[src/hdl/pcbhm_pkg.sv]
// ----------------------------------------------------------------------------
// PHY control-register bus master package
// Shared types and constants for the handshake master and its submodules.
// ----------------------------------------------------------------------------
package pcbhm_pkg;

   localparam int TIMEOUT_W = 32;
   localparam logic [TIMEOUT_W-1:0] TIMEOUT_RESET = 32'd1000000;

   // Handshake phases. Each strobe phase waits for ack high, each release
   // phase waits for ack low.
   typedef enum logic [3:0] {
      PH_IDLE     = 4'd0,
      PH_ADDR_HI  = 4'd1,
      PH_ADDR_LO  = 4'd2,
      PH_READ_HI  = 4'd3,
      PH_READ_LO  = 4'd4,
      PH_CAPD_HI  = 4'd5,
      PH_CAPD_LO  = 4'd6,
      PH_WRITE_HI = 4'd7,
      PH_WRITE_LO = 4'd8
   } phase_type;

   // Single-bit fields of one tick request.
   typedef struct packed {
      logic valid;
      logic write;
      logic ack;
   } req_flags_type;

   // Strobes and status bits of one result.
   typedef struct packed {
      logic cap_addr;
      logic cap_data;
      logic cr_read;
      logic cr_write;
      logic busy;
      logic done;
      logic timed_out;
   } rsp_ctl_type;

endpackage

[src/hdl/phy_cr_bus_handshake_master.sv]
// ----------------------------------------------------------------------------
// PHY control-register bus handshake master
// Drives four-phase address, read and write handshakes on a PHY CR bus.
// ----------------------------------------------------------------------------
// Every request is one clock tick of the PHY bus and yields exactly one
// response. Requests enter a two-entry queue; the sequencer takes one request
// per cycle whenever the two-entry response queue has room, so the block
// sustains one request per cycle. Each request leaves the request queue for
// the sequencer, which pushes its response into the response queue; the
// head of that queue drives the result ports. The phase and wait-count
// update made for each request taken sets that rate. The timeout register
// is written through csr_we/csr_wdata and resets to 1000000 ticks.
module phy_cr_bus_handshake_master #(
   parameter int DATA_WIDTH = 16,
   parameter int ADDR_WIDTH = 16
) (
   input  logic                            clock,
   input  logic                            reset,
   input  logic                            req_push,
   output logic                            req_full,
   input  logic                            req_valid,
   input  logic                            req_write,
   input  logic [ADDR_WIDTH-1:0]           req_addr,
   input  logic [DATA_WIDTH-1:0]           req_wdata,
   input  logic                            req_phy_ack,
   input  logic [DATA_WIDTH-1:0]           req_phy_rdata,
   output logic                            rsp_empty,
   input  logic                            rsp_pop,
   output logic [DATA_WIDTH-1:0]           rsp_cr_data_in,
   output logic                            rsp_cap_addr,
   output logic                            rsp_cap_data,
   output logic                            rsp_cr_read,
   output logic                            rsp_cr_write,
   output logic                            rsp_busy_res,
   output logic                            rsp_done_res,
   output logic [DATA_WIDTH-1:0]           rsp_read_result,
   output logic                            rsp_timed_out,
   input  logic                            csr_we,
   input  logic [pcbhm_pkg::TIMEOUT_W-1:0] csr_wdata
);

   localparam int FLAGS_W = $bits(pcbhm_pkg::req_flags_type);
   localparam int CTL_W   = $bits(pcbhm_pkg::rsp_ctl_type);
   localparam int REQ_W   = FLAGS_W + ADDR_WIDTH + 2 * DATA_WIDTH;
   localparam int RSP_W   = CTL_W + 2 * DATA_WIDTH;

   pcbhm_pkg::req_flags_type in_flags;
   pcbhm_pkg::req_flags_type q_flags;
   logic [REQ_W-1:0]         req_word;
   logic [REQ_W-1:0]         q_word;
   logic [ADDR_WIDTH-1:0]    q_addr;
   logic [DATA_WIDTH-1:0]    q_wdata;
   logic [DATA_WIDTH-1:0]    q_rdata;
   logic                     q_empty;
   logic                     take;
   logic                     out_full;
   pcbhm_pkg::rsp_ctl_type   seq_ctl;
   pcbhm_pkg::rsp_ctl_type   out_ctl;
   logic [DATA_WIDTH-1:0]    seq_data_in;
   logic [DATA_WIDTH-1:0]    seq_read_result;
   logic [RSP_W-1:0]         rsp_word_in;
   logic [RSP_W-1:0]         rsp_word;

   assign in_flags.valid = req_valid;
   assign in_flags.write = req_write;
   assign in_flags.ack   = req_phy_ack;
   assign req_word = {in_flags, req_addr, req_wdata, req_phy_rdata};

   pcbhm_queue #(.WIDTH(REQ_W)) u_req_q (
      .clock (clock),
      .reset (reset),
      .push  (req_push),
      .wdata (req_word),
      .full  (req_full),
      .pop   (take),
      .rdata (q_word),
      .empty (q_empty)
   );

   assign {q_flags, q_addr, q_wdata, q_rdata} = q_word;

   pcbhm_seq #(
      .DATA_WIDTH (DATA_WIDTH),
      .ADDR_WIDTH (ADDR_WIDTH)
   ) u_seq (
      .clock           (clock),
      .reset           (reset),
      .csr_we          (csr_we),
      .csr_wdata       (csr_wdata),
      .item_avail      (!q_empty),
      .item_flags      (q_flags),
      .item_addr       (q_addr),
      .item_wdata      (q_wdata),
      .item_rdata      (q_rdata),
      .out_full        (out_full),
      .item_take       (take),
      .rsp_ctl         (seq_ctl),
      .rsp_data_in     (seq_data_in),
      .rsp_read_result (seq_read_result)
   );

   assign rsp_word_in = {seq_ctl, seq_data_in, seq_read_result};

   pcbhm_queue #(.WIDTH(RSP_W)) u_rsp_q (
      .clock (clock),
      .reset (reset),
      .push  (take),
      .wdata (rsp_word_in),
      .full  (out_full),
      .pop   (rsp_pop),
      .rdata (rsp_word),
      .empty (rsp_empty)
   );

   assign {out_ctl, rsp_cr_data_in, rsp_read_result} = rsp_word;
   assign rsp_cap_addr  = out_ctl.cap_addr;
   assign rsp_cap_data  = out_ctl.cap_data;
   assign rsp_cr_read   = out_ctl.cr_read;
   assign rsp_cr_write  = out_ctl.cr_write;
   assign rsp_busy_res  = out_ctl.busy;
   assign rsp_done_res  = out_ctl.done;
   assign rsp_timed_out = out_ctl.timed_out;

endmodule

[src/hdl/pcbhm_queue.sv]
// ----------------------------------------------------------------------------
// Two-entry queue
// Small register queue that decouples a producer and a consumer.
// ----------------------------------------------------------------------------
module pcbhm_queue #(
   parameter int WIDTH = 8
) (
   input  logic             clock,
   input  logic             reset,
   input  logic             push,
   input  logic [WIDTH-1:0] wdata,
   output logic             full,
   input  logic             pop,
   output logic [WIDTH-1:0] rdata,
   output logic             empty
);

   localparam int DEPTH = 2;
   localparam int PTR_W = $clog2(DEPTH);
   localparam int CNT_W = $clog2(DEPTH + 1);

   logic [WIDTH-1:0] entry_ff [DEPTH];
   logic [PTR_W-1:0] wr_ptr_ff, wr_ptr_in;
   logic [PTR_W-1:0] rd_ptr_ff, rd_ptr_in;
   logic [CNT_W-1:0] count_ff, count_in;
   logic             do_push;
   logic             do_pop;

   assign full    = (count_ff == CNT_W'(DEPTH));
   assign empty   = (count_ff == '0);
   assign do_push = push && !full;
   assign do_pop  = pop && !empty;
   assign rdata   = entry_ff[rd_ptr_ff];

   always_comb begin
      wr_ptr_in = wr_ptr_ff;
      rd_ptr_in = rd_ptr_ff;
      count_in  = count_ff;
      if (do_push) begin
         wr_ptr_in = wr_ptr_ff + PTR_W'(1);
      end
      if (do_pop) begin
         rd_ptr_in = rd_ptr_ff + PTR_W'(1);
      end
      if (do_push && !do_pop) begin
         count_in = count_ff + CNT_W'(1);
      end else if (do_pop && !do_push) begin
         count_in = count_ff - CNT_W'(1);
      end
   end

   always_ff @(posedge clock) begin
      if (reset) begin
         wr_ptr_ff <= '0;
         rd_ptr_ff <= '0;
         count_ff  <= '0;
      end else begin
         wr_ptr_ff <= wr_ptr_in;
         rd_ptr_ff <= rd_ptr_in;
         count_ff  <= count_in;
      end
   end

   always_ff @(posedge clock) begin
      if (do_push) begin
         entry_ff[wr_ptr_ff] <= wdata;
      end
   end

endmodule

[src/hdl/pcbhm_seq.sv]
// ----------------------------------------------------------------------------
// Handshake sequencer
// Steps the four-phase handshake by one tick for every request taken.
// ----------------------------------------------------------------------------
module pcbhm_seq #(
   parameter int DATA_WIDTH = 16,
   parameter int ADDR_WIDTH = 16
) (
   input  logic                           clock,
   input  logic                           reset,
   input  logic                           csr_we,
   input  logic [pcbhm_pkg::TIMEOUT_W-1:0] csr_wdata,
   input  logic                           item_avail,
   input  pcbhm_pkg::req_flags_type       item_flags,
   input  logic [ADDR_WIDTH-1:0]          item_addr,
   input  logic [DATA_WIDTH-1:0]          item_wdata,
   input  logic [DATA_WIDTH-1:0]          item_rdata,
   input  logic                           out_full,
   output logic                           item_take,
   output pcbhm_pkg::rsp_ctl_type         rsp_ctl,
   output logic [DATA_WIDTH-1:0]          rsp_data_in,
   output logic [DATA_WIDTH-1:0]          rsp_read_result
);

   localparam int TW = pcbhm_pkg::TIMEOUT_W;

   pcbhm_pkg::phase_type   phase_ff, phase_in;
   logic [TW-1:0]          timeout_ff;
   logic [TW-1:0]          wait_ff, wait_in;
   logic [ADDR_WIDTH-1:0]  addr_ff, addr_in;
   logic [DATA_WIDTH-1:0]  wdata_ff, wdata_in;
   logic                   is_write_ff, is_write_in;
   logic [DATA_WIDTH-1:0]  rdata_ff, rdata_in;
   logic                   tseen_ff, tseen_in;
   logic [TW-1:0]          wait_inc;
   logic                   hit;
   logic                   advance;
   logic                   done;

   function automatic logic wants_high(pcbhm_pkg::phase_type p);
      logic r;
      case (p) inside
         pcbhm_pkg::PH_ADDR_HI, pcbhm_pkg::PH_READ_HI,
         pcbhm_pkg::PH_CAPD_HI, pcbhm_pkg::PH_WRITE_HI: r = 1'b1;
         default: r = 1'b0;
      endcase
      return r;
   endfunction

   assign item_take = item_avail && !out_full;
   assign wait_inc  = wait_ff + TW'(1);

   always_comb begin
      phase_in    = phase_ff;
      wait_in     = wait_ff;
      addr_in     = addr_ff;
      wdata_in    = wdata_ff;
      is_write_in = is_write_ff;
      rdata_in    = rdata_ff;
      tseen_in    = tseen_ff;
      hit         = 1'b0;
      advance     = 1'b0;
      done        = 1'b0;
      if (item_take) begin
         case (phase_ff)
            pcbhm_pkg::PH_IDLE: begin
               if (item_flags.valid) begin
                  addr_in     = item_addr;
                  wdata_in    = item_wdata;
                  is_write_in = item_flags.write;
                  tseen_in    = 1'b0;
                  wait_in     = '0;
                  phase_in    = pcbhm_pkg::PH_ADDR_HI;
               end
            end
            pcbhm_pkg::PH_ADDR_HI, pcbhm_pkg::PH_ADDR_LO,
            pcbhm_pkg::PH_READ_HI, pcbhm_pkg::PH_READ_LO,
            pcbhm_pkg::PH_CAPD_HI, pcbhm_pkg::PH_CAPD_LO,
            pcbhm_pkg::PH_WRITE_HI, pcbhm_pkg::PH_WRITE_LO: begin
               hit     = wants_high(phase_ff) ? item_flags.ack : !item_flags.ack;
               advance = hit;
               if (!hit) begin
                  wait_in = wait_inc;
                  if (wait_inc >= timeout_ff) begin
                     tseen_in = 1'b1;
                     advance  = 1'b1;
                  end
               end
               if (advance) begin
                  // A read-high wait that times out still latches the data lines.
                  if (phase_ff == pcbhm_pkg::PH_READ_HI) begin
                     rdata_in = item_rdata;
                  end
                  wait_in = '0;
                  case (phase_ff)
                     pcbhm_pkg::PH_ADDR_HI:  phase_in = pcbhm_pkg::PH_ADDR_LO;
                     pcbhm_pkg::PH_ADDR_LO:  phase_in = is_write_ff ? pcbhm_pkg::PH_CAPD_HI
                                                                    : pcbhm_pkg::PH_READ_HI;
                     pcbhm_pkg::PH_READ_HI:  phase_in = pcbhm_pkg::PH_READ_LO;
                     pcbhm_pkg::PH_CAPD_HI:  phase_in = pcbhm_pkg::PH_CAPD_LO;
                     pcbhm_pkg::PH_CAPD_LO:  phase_in = pcbhm_pkg::PH_WRITE_HI;
                     pcbhm_pkg::PH_WRITE_HI: phase_in = pcbhm_pkg::PH_WRITE_LO;
                     default:                phase_in = pcbhm_pkg::PH_IDLE;
                  endcase
                  done = (phase_in == pcbhm_pkg::PH_IDLE);
               end
            end
            default: begin
               phase_in = pcbhm_pkg::PH_IDLE;
               wait_in  = '0;
            end
         endcase
      end

      rsp_ctl.cap_addr  = (phase_in == pcbhm_pkg::PH_ADDR_HI);
      rsp_ctl.cap_data  = (phase_in == pcbhm_pkg::PH_CAPD_HI);
      rsp_ctl.cr_read   = (phase_in == pcbhm_pkg::PH_READ_HI);
      rsp_ctl.cr_write  = (phase_in == pcbhm_pkg::PH_WRITE_HI);
      rsp_ctl.busy      = (phase_in != pcbhm_pkg::PH_IDLE);
      rsp_ctl.done      = done;
      rsp_ctl.timed_out = done && tseen_in;
      rsp_read_result   = rdata_in;
      case (phase_in) inside
         pcbhm_pkg::PH_ADDR_HI, pcbhm_pkg::PH_ADDR_LO:
            rsp_data_in = DATA_WIDTH'(addr_in);
         [pcbhm_pkg::PH_CAPD_HI:pcbhm_pkg::PH_WRITE_LO]:
            rsp_data_in = wdata_in;
         default:
            rsp_data_in = '0;
      endcase
   end

   always_ff @(posedge clock) begin
      if (reset) begin
         phase_ff    <= pcbhm_pkg::PH_IDLE;
         wait_ff     <= '0;
         addr_ff     <= '0;
         wdata_ff    <= '0;
         is_write_ff <= 1'b0;
         rdata_ff    <= '0;
         tseen_ff    <= 1'b0;
      end else begin
         phase_ff    <= phase_in;
         wait_ff     <= wait_in;
         addr_ff     <= addr_in;
         wdata_ff    <= wdata_in;
         is_write_ff <= is_write_in;
         rdata_ff    <= rdata_in;
         tseen_ff    <= tseen_in;
      end
   end

   always_ff @(posedge clock) begin
      if (reset) begin
         timeout_ff <= pcbhm_pkg::TIMEOUT_RESET;
      end else if (csr_we) begin
         timeout_ff <= csr_wdata;
      end
   end

endmodule

[config.mk]
export PLATFORM = sky130hd
export DESIGN_NAME = phy_cr_bus_handshake_master
export DESIGN_NICKNAME = d
export VERILOG_FILES = /design/src/hdl/pcbhm_pkg.sv /design/src/hdl/phy_cr_bus_handshake_master.sv /design/src/hdl/pcbhm_queue.sv /design/src/hdl/pcbhm_seq.sv
export SDC_FILE = /design/constraint.sdc
export NUM_CORES = 1
export LEC_CHECK = 0
export CAP_MARGIN = 20
export CORE_MARGIN = 5
export CORE_UTILIZATION = 36
export DETAILED_ROUTE_END_ITERATION = 16
export DONT_BUFFER_PORTS = 1
export SETUP_SLACK_MARGIN = 0.05
export SLEW_MARGIN = 10
export SYNTH_ARGS = -nofsm -noshare
export SYNTH_HDL_FRONTEND = slang
export SYNTH_SLANG_ARGS = --single-unit
[constraint.sdc]
create_clock -name clock -period 14.59 [get_ports clock]
set_clock_uncertainty 0.15 [all_clocks]
set_input_delay 2.918 -clock clock [delete_from_list [all_inputs] [get_ports clock]]
set_output_delay 2.918 -clock clock [all_outputs]
set_load 0.03 [all_outputs]
Word level (Yosys, flattened, before mapping) --
Memories as Yosys holds them, arrays and structs flattened. A register that Yosys moved wholly into a read port is not among the register bits. Cells that the tools add are included.
Operators by class: $add $sub $neg 9, magnitude comparators 3, equal/unequal tests 17, mux-type cells 53, reductions and logical operators 32
Operators with widths (count):
- 16-bit two-way mux | 12
- 32-bit two-way mux | 3
- 32-bit one-hot mux with 2 select lines | 1
- 32-bit by 1-bit adder with 32-bit output, second input constant | 1
- 32-bit greater-or-equal comparator | 1
- 4-bit by 3-bit equality test with 1-bit output, second input constant | 6
- 4-bit two-way mux | 6
- 4-bit one-hot mux with 6 select lines | 1
- 1-bit two-way mux | 23
- 4-bit by 2-bit equality test with 1-bit output, second input constant | 4
- 1-bit logical AND | 11
- 1-bit logical NOT | 9
- 4-bit by 1-bit equality test with 1-bit output, second input constant | 2
- 4-bit logical NOT | 2
- 2-bit two-way mux | 4
- 4-bit one-hot mux with 2 select lines | 1
- 8-bit OR reduction | 1
- 3-bit AND reduction | 2
- 1-bit adder, second input constant | 4
- 2-bit by 1-bit adder with 2-bit output, second input constant | 2
- 2-bit equality test, second input constant | 2
- 4-bit equality test, second input constant | 1
- 4-bit by 3-bit greater-or-equal comparator with 1-bit output, second input constant | 1
- 4-bit less-or-equal comparator, second input constant | 1
- other kinds (10) | 13
Storage, ports and cells: register bits after elaboration 126, RAM bits 180, input bits 88, output and inout port bits 41, logic and storage cells 130, memories 2
Memory list:
- u_req_q.entry_ff | depth 2, width 51, rd ports 1, clocked after memory_dff 1, wr ports 1, RTL line pcbhm_queue.sv:22 | logic [WIDTH-1:0] entry_ff [DEPTH];
- u_rsp_q.entry_ff | depth 2, width 39, rd ports 1, clocked after memory_dff 1, wr ports 1, RTL line pcbhm_queue.sv:22

Longest topological paths before layout --
Gate-level depths: netlist of the first run.
depth after elaboration 19, gate-level depth with buffers 21, gate-level depth less buffers 16

Cells and area by module --
From an unflattened synthesis of the first run, not the netlist that was laid out.
Unflattened totals: cells, all modules 1038, area total of the unflattened synthesis 13222.7 sq um
Modules (own cells, without submodules):
- pcbhm_seq | times used 1, cells each 707, area an instance 6308.6 sq um, seq. area each 2362.3 sq um
- pcbhm_queue (u_req_q) | times used 1, cells each 184, area an instance 3885.0 sq um, seq. area each 3163.0 sq um
- pcbhm_queue (u_rsp_q) | times used 1, cells each 146, area an instance 3025.4 sq um, seq. area each 2442.3 sq um
- phy_cr_bus_handshake_master | times used 1, cells each 1, area an instance 3.8 sq um, seq. area each 0.0 sq um

Worst setup path after synthesis of the first run --
No wires, ideal clock.
path kind input to register, start in req_push, end mem u_req_q.entry_ff[0][0] (netlist bit) (enable), arrival 5144 ps, data required time 13980 ps, setup slack 8837 ps, cell stages on the path 2, path through nand2_1 > nor2_1
Between the ends: cells in the longest elaborated chain, start to end 3
RTL lines:
- start, declared | RTL line phy_cr_bus_handshake_master.sv:19 | input logic req_push,
- 1-bit logical AND | RTL line pcbhm_queue.sv:31 | assign do_push = push && !full;
- 1-bit two-way mux | RTL line pcbhm_queue.sv:65 | if (do_push) begin
- 1-bit two-way mux (not written as such) | RTL line pcbhm_queue.sv:66 | entry_ff[wr_ptr_ff] <= wdata;
- end, declared | RTL line pcbhm_queue.sv:22
Every way passes these cells.

Worst setup path in the final report of the first run --
start reg u_seq.wait_ff[0], end mem u_rsp_q.entry_ff[0][16] (netlist bit), data pin
Between the ends: cells in the longest elaborated chain, start to end 13, elaborated cells between the ends (all ways) 17
RTL lines:
- start, declared | RTL line pcbhm_seq.sv:29 | logic [TW-1:0] wait_ff, wait_in;
- start signal, assigned | RTL line pcbhm_seq.sv:144 | wait_ff <= wait_in;
- 32-bit by 1-bit adder with 32-bit output (*) | RTL line pcbhm_seq.sv:51 | assign wait_inc = wait_ff + TW'(1);
- 32-bit greater-or-equal comparator (*) | RTL line pcbhm_seq.sv:84 | if (wait_inc >= timeout_ff) begin
- 1-bit two-way mux (*) | RTL line pcbhm_seq.sv:84
- 1-bit two-way mux (*) | RTL line pcbhm_seq.sv:82 | if (!hit) begin
- 1-bit two-way mux (*) | RTL line pcbhm_seq.sv:65 | case (phase_ff)
- 1-bit two-way mux (*) | RTL line pcbhm_seq.sv:64 | if (item_take) begin
- 4-bit two-way mux (*) | RTL line pcbhm_seq.sv:89 | if (advance) begin
- 4-bit one-hot mux with 2 select lines (*) | RTL line pcbhm_seq.sv:65
- 4-bit two-way mux (*) | RTL line pcbhm_seq.sv:64
- 4-bit by 3-bit greater-or-equal comparator with 1-bit output (no line) / 4-bit less-or-equal comparator (equally long branches)
- 1-bit logical AND (no line)
- 16-bit two-way mux | RTL line pcbhm_seq.sv:123 | case (phase_in) inside
- 16-bit two-way mux (*) | RTL line pcbhm_seq.sv:123
- net seq_data_in[0] | RTL line phy_cr_bus_handshake_master.sv:59 | logic [DATA_WIDTH-1:0] seq_data_in;
- end, declared | RTL line pcbhm_queue.sv:22
Mark *: on every way through the listed nets, which the timed path passes. The rest lies on a longest branch. The select of a mux whose other input is x is not followed.

==> results.py, run 1 <==
metrics = {
    "sta": {
        "period_minus_slack_ps": 5873,
        "drv_slew": 0,
        "hold_slack_ps": 307.2,
        "hold_viol": 0,
        "grt_setup_unrepaired": "no",
        "finalSetupTns_ps": 0,
        "layout_worst_path_cycle_share": 0.4025,
        "setup_viol": 0,
        "fmax_mhz": 170.3,
        "tightest_slew_ps": 993.9,
        "setup_ws_ps": 8717,
        "slew_headroom": 0.3374,
    },
    "power_and_ir_drop": {
        "p_comb_frac": 0.264,
        "p_int_mw": 1.870,
        "pwr-share-seq": 0.438,
        "swShare": 0.3306,
        "power.total_mw": 2.794,
        "ir_drop_v": 0.00009138,
        "p_leak_nw": 5.324,
        "power_density_mw_per_mm2": 192.6,
        "p_switching_mw": 0.9236,
        "power_frac_clock": 0.299,
    },
    "global_routing": {
        "grt_remaining_overflow": 0,
        "antenna_found_initial": 1,
        "grt_max_degree": 120,
        "first_global_vias": 7731,
        "grt_use_total": 0.1359,
        "grt_pass1_wl_um": 42730,
    },
    "die": {
        "io-pin-count": 129,
        "die_h_um": 199.6,
        "core_area_mm2": 0.03548,
        "rows": 69,
        "die_width_um": 199.6,
        "die_area_mm2": 0.03982,
        "start_util": 0.3645,
    },
    "cts": {
        "clock-sinks": 308,
        "cts-root-buf": "clkbuf_16",
        "clkTransAtPathRegs_ps": 60,
        "clk_latency_ps": 510,
        "post_cts_resize_count": 0,
        "htreeDepth": 2,
        "cts_buffer_depth": 3,
        "postCtsHoldBufs": 0,
        "cts_buffers": 34,
        "postCtsSetupRepairBufs": 0,
        "cts_tree": "yes",
    },
    "logic_synthesis": {
        "yosysUniqueCellTypes": 59,
        "syn_area_mm2": 0.01293,
        "yosys_most_used_dff": "edfxtp_1",
        "async_reset_ff_frac": 0,
        "ys_ff_latch": 308,
        "syn_inst": 1078,
        "yosys_warnings": 0,
        "seq_area_frac_synth": 0.6160,
        "synth_edf_count": 180,
        "synth.avg_cell_area_um2": 12.00,
        "syn_nets": 1201,
    },
    "drt": {
        "viasPerCell": 4.992,
        "wl_per_cell_um": 17.39,
        "totalWireLength_um": 27040,
        "vias": 7763,
        "first_iter_violations": 423,
        "post-route-drc-count": 0,
        "dr.pass1.iters": 5,
        "ant_nets": 0,
    },
    "cells_and_area": {
        "regArea_mm2": 0.007973,
        "nFillCells": 3301,
        "fin_nets": 1190,
        "multi_input_area_mm2": 0.004599,
        "syn_to_final_growth_pct": 12.15,
        "layout_commonest_cell": "edfxtp_1",
        "mostFrequentLayoutCells": "180 x edfxtp_1, 126 x dfxtp_1, 117 x nor2_1",
        "final_cells": 1555,
        "drive_gt1_frac": 0.1291,
    },
    "worst_setup_path": {
        "cp_max_fo": 16,
        "critical-path-top-delay-family": "simple AND/OR/NAND/NOR gates",
        "r2r-start": "u_seq.wait_ff[0]",
        "worstSetupPathType": "flop to flop",
        "crit_start": "u_seq.wait_ff[0]",
        "cp-end-kind": "flop",
        "worst_path_max_delay_cell": "or3b_1",
        "start_kind": "flop",
        "slowest_delay_ps": 820,
        "crit_chain": "ha_1, nand2_1, nor3_1, and3_1, and3_1, nand4_1, xnor2_1, ha_1, a21oi_1, nand2_1, a221o_1, or2_2, or4_1, a211oi_2, or3b_1, o22ai_1",
        "required_ps": 14640,
        "path_buf_inv": 0,
        "rrSetupSlack_ps": 8720,
        "critPathArrivalTime_ps": 5920,
    },
    "run": {
        "cap_violations": 0,
    },
    "place": {
        "dp_hpwl_um": 17270,
        "place_congestion": 0.8284,
        "dp_cells": 1490,
        "portBuffers": 0,
        "place_ws_ps": 8790,
    },
    "hold_path": {
        "min_path_type": "flop to flop",
        "hp-start": "u_seq.rdata_ff[11]",
    },
    "run_status": {
        "outcome": "complete, no violations",
    },
}
final timing paths:
kind / endpoint / cells after the start
worst max-delay path: u_rsp_q.entry_ff[0][16] / 16
worst min-delay path: u_seq.rdata_ff[11] / 2
worst max register to register: u_rsp_q.entry_ff[0][16] / 16
worst min register to register: u_seq.rdata_ff[11] / 2
tightest hold or removal path, stage by stage, from the launching register on:
cell     delay, ps
dfxtp_1        290
nand2_1         60
a21oi_1         50
stage by stage:
step             util  instance area, um^2
6_report       0.4088                14510
5_1_grt        0.4088                14510
4_1_cts        0.4076                14460
3_5_place_dp   0.3765                13360
3_3_place_gp   0.3765                13360
2_1_floorplan       -                12930
registers in the layout, summed over array words and instances (netlist names), 2 cells and up, named ones only:
| register | cells |
|---|---|
| u_seq.timeout_ff | 32 |
| u_seq.wdata_ff | 16 |
| u_seq.wait_ff | 32 |
| u_req_q.entry_ff | 102 |
| u_seq.phase_ff | 4 |
| u_seq.rdata_ff | 16 |
| u_rsp_q.entry_ff | 78 |
| u_req_q.count_ff | 2 |
| u_seq.addr_ff | 16 |
| u_rsp_q.count_ff | 2 |
metal layers:
metal	share of wire	up-vias	track usage	wire length (um)
li1	-	3841	-	-
met1	0.43	3699	0.1683	11560
met2	0.48	177	0.2233	12870
met3	0.066	46	0.04468	1779
met4	0.030	0	0.04855	824
met5	0	-	0	0
cell usage after synthesis (4+ instances only):
library cell  instances  area share
xor2_1               20       0.014
nand3_1               9      0.0035
or3_1                 8      0.0039
mux2_2               39       0.034
a22oi_1              23       0.013
o211ai_1              8      0.0046
and2_1                9      0.0044
dfxtp_1             128        0.20
edfxtp_1            180        0.42
a21oi_1              41       0.016
clkbuf_1             47       0.014
buf_1                 4      0.0012
o22ai_1               7      0.0034
o22ai_2              10      0.0097
mux2i_1              77       0.060
nor3_1               10      0.0039
a21o_1                5      0.0029
xnor2_1              21       0.014
and3_1               11      0.0053
o21ai_0              45       0.017
nand4_1              12      0.0058
and4_1                4      0.0027
inv_1                38       0.011
or2_2                18      0.0087
nand2_1             101       0.029
ha_1                 35       0.034
nor2_1              119       0.035
power by group through the flow:
stage	Clock [mW]	Sequential, mW	Combinational (mW)
floorplan	0	1.20	0.622
global placement	0	1.25	0.731
detailed placement	0	1.26	0.735
CTS	0.862	1.24	0.738
global route	0.898	1.25	0.813
finish	0.835	1.22	0.736
cells by family after synthesis:
family,share of synthesized area
AOI/OAI and AO/OA,0.08754
xor gates and xnor gates,0.02776
adders and majority gates,0.03386
buffers and inverters,0.03018
DFF,0.6160
muxes,0.09354
and+or+nand+nor,0.1111
final cells by class:
| class | count | area share |
|---|---|---|
| Tap cell | 461 | 0.03976 |
| Timing Repair Buffer | 10 | 0.006900 |
| Clock buffer | 51 | 0.06728 |
| Sequential cell | 308 | 0.5496 |
| Multi-Input combinational cell | 673 | 0.3171 |
| Clock inverter | 10 | 0.008711 |
| Inverter | 40 | 0.01035 |
| Antenna cell | 2 | 0.0003450 |
Note: power is estimated with default switching activity, not from simulation.
==> inputs of run 2 (changes only) <==
clock period = 5.2 ns   (was 14.59 ns; I/O delays follow)
==> results.py, run 2 (synthesis gave the netlist of run 1 again) <==
metrics = {
    "die": {
        "die_area_mm2": 0.03982,
        "rows": 69,
        "io-pin-count": 129,
        "start_util": 0.3645,
        "die_width_um": 199.6,
        "core_area_mm2": 0.03548,
        "die_h_um": 199.6,
    },
    "place": {
        "place_ws_ps": 87.20,
        "place_congestion": 0.8505,
        "dp_hpwl_um": 17710,
        "portBuffers": 0,
        "dp_cells": 1498,
        "dpl_cell_area_mm2": 0.01343,
    },
    "cells_and_area": {
        "multi_input_area_mm2": 0.004688,
        "final_cells": 1569,
        "syn_to_final_growth_pct": 13.34,
        "regArea_mm2": 0.007975,
        "mostFrequentLayoutCells": "180 x edfxtp_1, 124 x dfxtp_1, 117 x nor2_1",
        "post-route-cell-area_mm2": 0.01466,
        "layout_commonest_cell": "edfxtp_1",
        "top_regs": "u_req_q.entry_ff x102, u_rsp_q.entry_ff x78",
        "top_register": "u_req_q.entry_ff",
        "drive_gt1_frac": 0.1510,
        "fin_nets": 1203,
        "final_core_util": 0.4132,
        "nFillCells": 3312,
        "largest_reg_flops": 102,
    },
    "global_routing": {
        "grt_max_degree": 120,
        "first_global_vias": 7639,
        "antenna_found_initial": 1,
        "grt_pass1_wl_um": 43010,
        "grt_remaining_overflow": 0,
        "grt_use_total": 0.1362,
    },
    "power_and_ir_drop": {
        "pwr-share-seq": 0.431,
        "power_density_mw_per_mm2": 537.2,
        "p_comb_frac": 0.277,
        "p_int_mw": 5.211,
        "swShare": 0.3384,
        "ir_drop_v": 0.0003352,
        "p_switching_mw": 2.665,
        "power_frac_clock": 0.293,
        "power.total_mw": 7.875,
        "p_leak_nw": 5.381,
    },
    "sta": {
        "hold_viol": 0,
        "setup_ws_ps": 310.4,
        "tightest_slew_ps": 1064,
        "fmax_mhz": 204.5,
        "hold_slack_ps": 307.5,
        "layout_worst_path_cycle_share": 0.9403,
        "period_minus_slack_ps": 4890,
        "setup_viol": 0,
        "finalSetupTns_ps": 0,
        "slew_headroom": 0.2906,
        "drv_slew": 0,
        "grt_setup_unrepaired": "no",
    },
    "drt": {
        "ant_nets": 0,
        "first_iter_violations": 421,
        "viasPerCell": 4.960,
        "vias": 7782,
        "dr.pass1.iters": 5,
        "totalWireLength_um": 27640,
        "wl_per_cell_um": 17.62,
        "post-route-drc-count": 0,
    },
    "cts": {
        "htreeDepth": 2,
        "cts_buffers": 35,
        "clk_latency_ps": 520,
        "clkTransAtPathRegs_ps": 60,
        "cts-root-buf": "clkbuf_16",
        "cts_buffer_depth": 3,
        "cts_tree": "yes",
        "postCtsHoldBufs": 0,
        "clock-sinks": 308,
    },
    "worst_setup_path": {
        "critPathArrivalTime_ps": 4980,
        "required_ps": 5290,
        "start_kind": "flop",
        "cp-end-kind": "flop",
        "cp_max_fo": 16,
        "worstSetupPathType": "flop to flop",
    },
    "run": {
        "cap_violations": 0,
    },
    "run_status": {
        "outcome": "complete, no violations",
    },
    "hold_path": {
        "min_path_type": "flop to flop",
    },
}
-- run 2: cell type report --
type | count | area share
Antenna cell | 2 | 0.0003414
Clock buffer | 50 | 0.06563
Clock inverter | 13 | 0.007681
Multi-Input combinational cell | 673 | 0.3198
Tap cell | 461 | 0.03934
Sequential cell | 308 | 0.5440
Inverter | 40 | 0.01024
Timing Repair Buffer | 22 | 0.01297
-- run 2: layer usage --
layer | share of wire | vias up | track usage
li1 | - | 3865 | -
met1 | 0.45 | 3741 | 0.1760
met2 | 0.47 | 133 | 0.2193
met3 | 0.058 | 43 | 0.04283
met4 | 0.026 | 0 | 0.04377
met5 | 0 | - | 0
-- run 2: path summary, 6_finish.rpt --
kind,end,from,depth (start not counted),slack (ps)
setup reg to reg,u_rsp_q.entry_ff[1][28],u_seq.wait_ff[7],18,310
setup / recovery,u_rsp_q.entry_ff[1][28],u_seq.wait_ff[7],18,310
hold reg to reg,u_seq.rdata_ff[15],u_seq.rdata_ff[15],2,310
hold / removal,u_seq.rdata_ff[15],u_seq.rdata_ff[15],2,310
-- run 2: power groups by stage --
stage               Clock (mW)  Sequential, mW  Combinational, mW
floorplan                    0            3.36               1.75
detailed placement           0            3.45               2.17
global placement             0            3.44               2.16
finish                    2.30            3.39               2.18
global route              2.48            3.44               2.39
CTS                       2.37            3.40               2.18
-- run 2: timing repair --
item	4_1_cts	5_1_grt
setup buffers	0	5
endpoints found under the hold margin	0	0
gates resized for setup	0	18
endpoints found under the setup margin	0	84
-- run 2: critical path, cell delays in order, from the launching register on --
cell and delay (ps):
dfxtp_1 410, nand4_1 210, nor3_1 220, buf_4 160, and3_1 260, nand3_4 150, nor3_2 220, xor2_1 210
ha_1 300, nand4_1 150, nor4_2 80, and4_1 210, o41a_1 200, buf_4 190, or4_4 550, a211oi_4 300
mux2i_2 310, buf_12 210, o22ai_2 100
==> inputs of run 3 (changes only) <==
CORE_UTILIZATION = 57   (was 36)
CTS_CLUSTER_DIAMETER = 50   (was not set)
PLACE_DENSITY = 0.75   (was not set)
==> results.py, run 3 (synthesis gave the netlist of run 1 again) <==
metrics = {
    "run_status": {
        "outcome": "complete, no violations",
    },
    "sta": {
        "drv_slew": 0,
        "hold_viol": 0,
        "finalSetupTns_ps": 0,
        "period_minus_slack_ps": 4974,
        "slew_headroom": 0.2933,
        "fmax_mhz": 201.0,
        "setup_viol": 0,
        "tightest_slew_ps": 1060,
        "setup_ws_ps": 225.8,
        "layout_worst_path_cycle_share": 0.9566,
    },
    "worst_setup_path": {
        "start_kind": "flop",
        "path_buf_inv": 2,
        "rrSetupSlack_ps": 230,
        "worstSetupPathType": "flop to flop",
        "critical-path-top-delay-family": "simple AND/OR/NAND/NOR gates",
        "cp-end-kind": "flop",
        "crit_chain": "nand4_1, nor3_1, buf_4, and3_1, nand3_2, nor3_2, xor2_1, ha_1, nand4_1, nor2_1, a221o_1, or2_2, o41a_1, o211ai_2, or3b_1, buf_4, o22ai_1",
        "slowest_delay_ps": 470,
        "critPathArrivalTime_ps": 5150,
        "cp_max_fo": 16,
        "crit_start": "u_seq.wait_ff[8]",
        "r2r-start": "u_seq.wait_ff[8]",
        "required_ps": 5380,
        "worst_path_max_delay_cell": "o41a_1",
    },
    "cts": {
        "cts_buffer_depth": 3,
        "cts-root-buf": "clkbuf_16",
        "htreeDepth": 2,
        "cts_tree": "yes",
        "clock-sinks": 308,
        "postCtsHoldBufs": 0,
        "cts_buffers": 35,
        "clk_latency_ps": 520,
        "clkTransAtPathRegs_ps": 60,
    },
    "cells_and_area": {
        "largest_reg_flops": 102,
        "layout_commonest_cell": "edfxtp_1",
        "fin_nets": 1204,
        "mostFrequentLayoutCells": "180 x edfxtp_1, 123 x dfxtp_1, 117 x nor2_1",
        "n_antenna_cell": 0,
        "nFillCells": 1695,
        "top_register": "u_req_q.entry_ff",
        "top_regs": "u_req_q.entry_ff x102, u_rsp_q.entry_ff x78",
        "drive_gt1_frac": 0.1536,
        "final_core_util": 0.6440,
        "syn_to_final_growth_pct": 12.04,
        "final_cells": 1392,
    },
    "global_routing": {
        "grt_max_degree": 120,
        "grt_remaining_overflow": 0,
        "first_global_vias": 8043,
        "antenna_found_initial": 0,
        "grt_pass1_wl_um": 41280,
        "grt_use_total": 0.1967,
    },
    "die": {
        "io-pin-count": 129,
        "die_h_um": 160.6,
        "core_area_mm2": 0.02250,
        "rows": 55,
        "die_width_um": 160.6,
        "start_util": 0.5748,
        "die_area_mm2": 0.02581,
    },
    "drt": {
        "wl_per_cell_um": 18.39,
        "viasPerCell": 5.710,
        "post-route-drc-count": 0,
        "ant_nets": 0,
        "totalWireLength_um": 25590,
        "vias": 7949,
        "dr.pass1.iters": 5,
        "first_iter_violations": 495,
    },
    "power_and_ir_drop": {
        "p_leak_nw": 5.440,
        "ir_drop_v": 0.0003805,
        "power_density_mw_per_mm2": 547.4,
    },
    "hold_path": {
        "hp-start": "u_seq.rdata_ff[0]",
        "min_path_type": "flop to flop",
    },
    "place": {
        "dp_hpwl_um": 16410,
        "dp_cells": 1325,
        "portBuffers": 0,
        "place_ws_ps": 169.0,
        "place_congestion": 0.9160,
    },
    "run": {
        "cap_violations": 0,
    },
}
-- run 3: repair_timing --
action / CTS / global route
gates resized for setup: 0 / 11
setup buffers: 0 / 4
setup endpoints to repair: 0 / 42
-- run 3: layer usage --
layer  up-vias  routed length (um)  global-route usage
li1       3873                   -                   -
met1      3805               10650              0.2435
met2       224               12330              0.3308
met3        47                1979             0.06492
met4         0                 628             0.05788
met5         -                   0                   0
-- run 3: where the power goes --
group          total [mW]  leakage, nW  internal [mW]  switching (mW)
combinational        2.09         2.12          0.638            1.45
sequential           3.42         2.74           3.21           0.213
clock                2.42        0.576           1.47           0.947
total                7.93         5.44           5.32            2.62
-- run 3: final cells by class --
cell class / instances / area, um^2 / share of cell area
Sequential cell: 308 / 7976 / 0.5504
Multi-Input combinational cell: 673 / 4647 / 0.3206
Clock buffer: 48 / 1006 / 0.06941
Tap cell: 285 / 356.6 / 0.02461
Timing Repair Buffer: 23 / 201.4 / 0.01390
Clock inverter: 15 / 155.1 / 0.01071
Inverter: 40 / 150.1 / 0.01036
-- run 3: final timing paths --
path | endpoint | cells past startpoint
worst min register to register | u_seq.rdata_ff[0] | 2
worst max register to register | u_rsp_q.entry_ff[0][18] | 17
worst max-delay path | u_rsp_q.entry_ff[0][18] | 17
worst min-delay path | u_seq.rdata_ff[0] | 2
-- run 3: worst reg2reg max path: stages, from the launching register on --
cell and delay, ps:
dfxtp_1 410, nand4_1 220, nor3_1 220, buf_4 150
and3_1 240, nand3_2 170, nor3_2 230, xor2_1 210
ha_1 300, nand4_1 160, nor2_1 60, a221o_1 360
or2_2 400, o41a_1 470, o211ai_2 220, or3b_1 360
buf_4 220, o22ai_1 240
-- run 3: per-stage QoR --
step	power, mW	instance area [um^2]	hold slack [ps]
6_report	7.933	14490	308.2
5_1_grt	8.332	14490	335.4
4_1_cts	7.991	14410	304.0
3_5_place_dp	5.553	13250	296.1
3_3_place_gp	5.498	13240	290.6
2_1_floorplan	5.109	12930	289.4
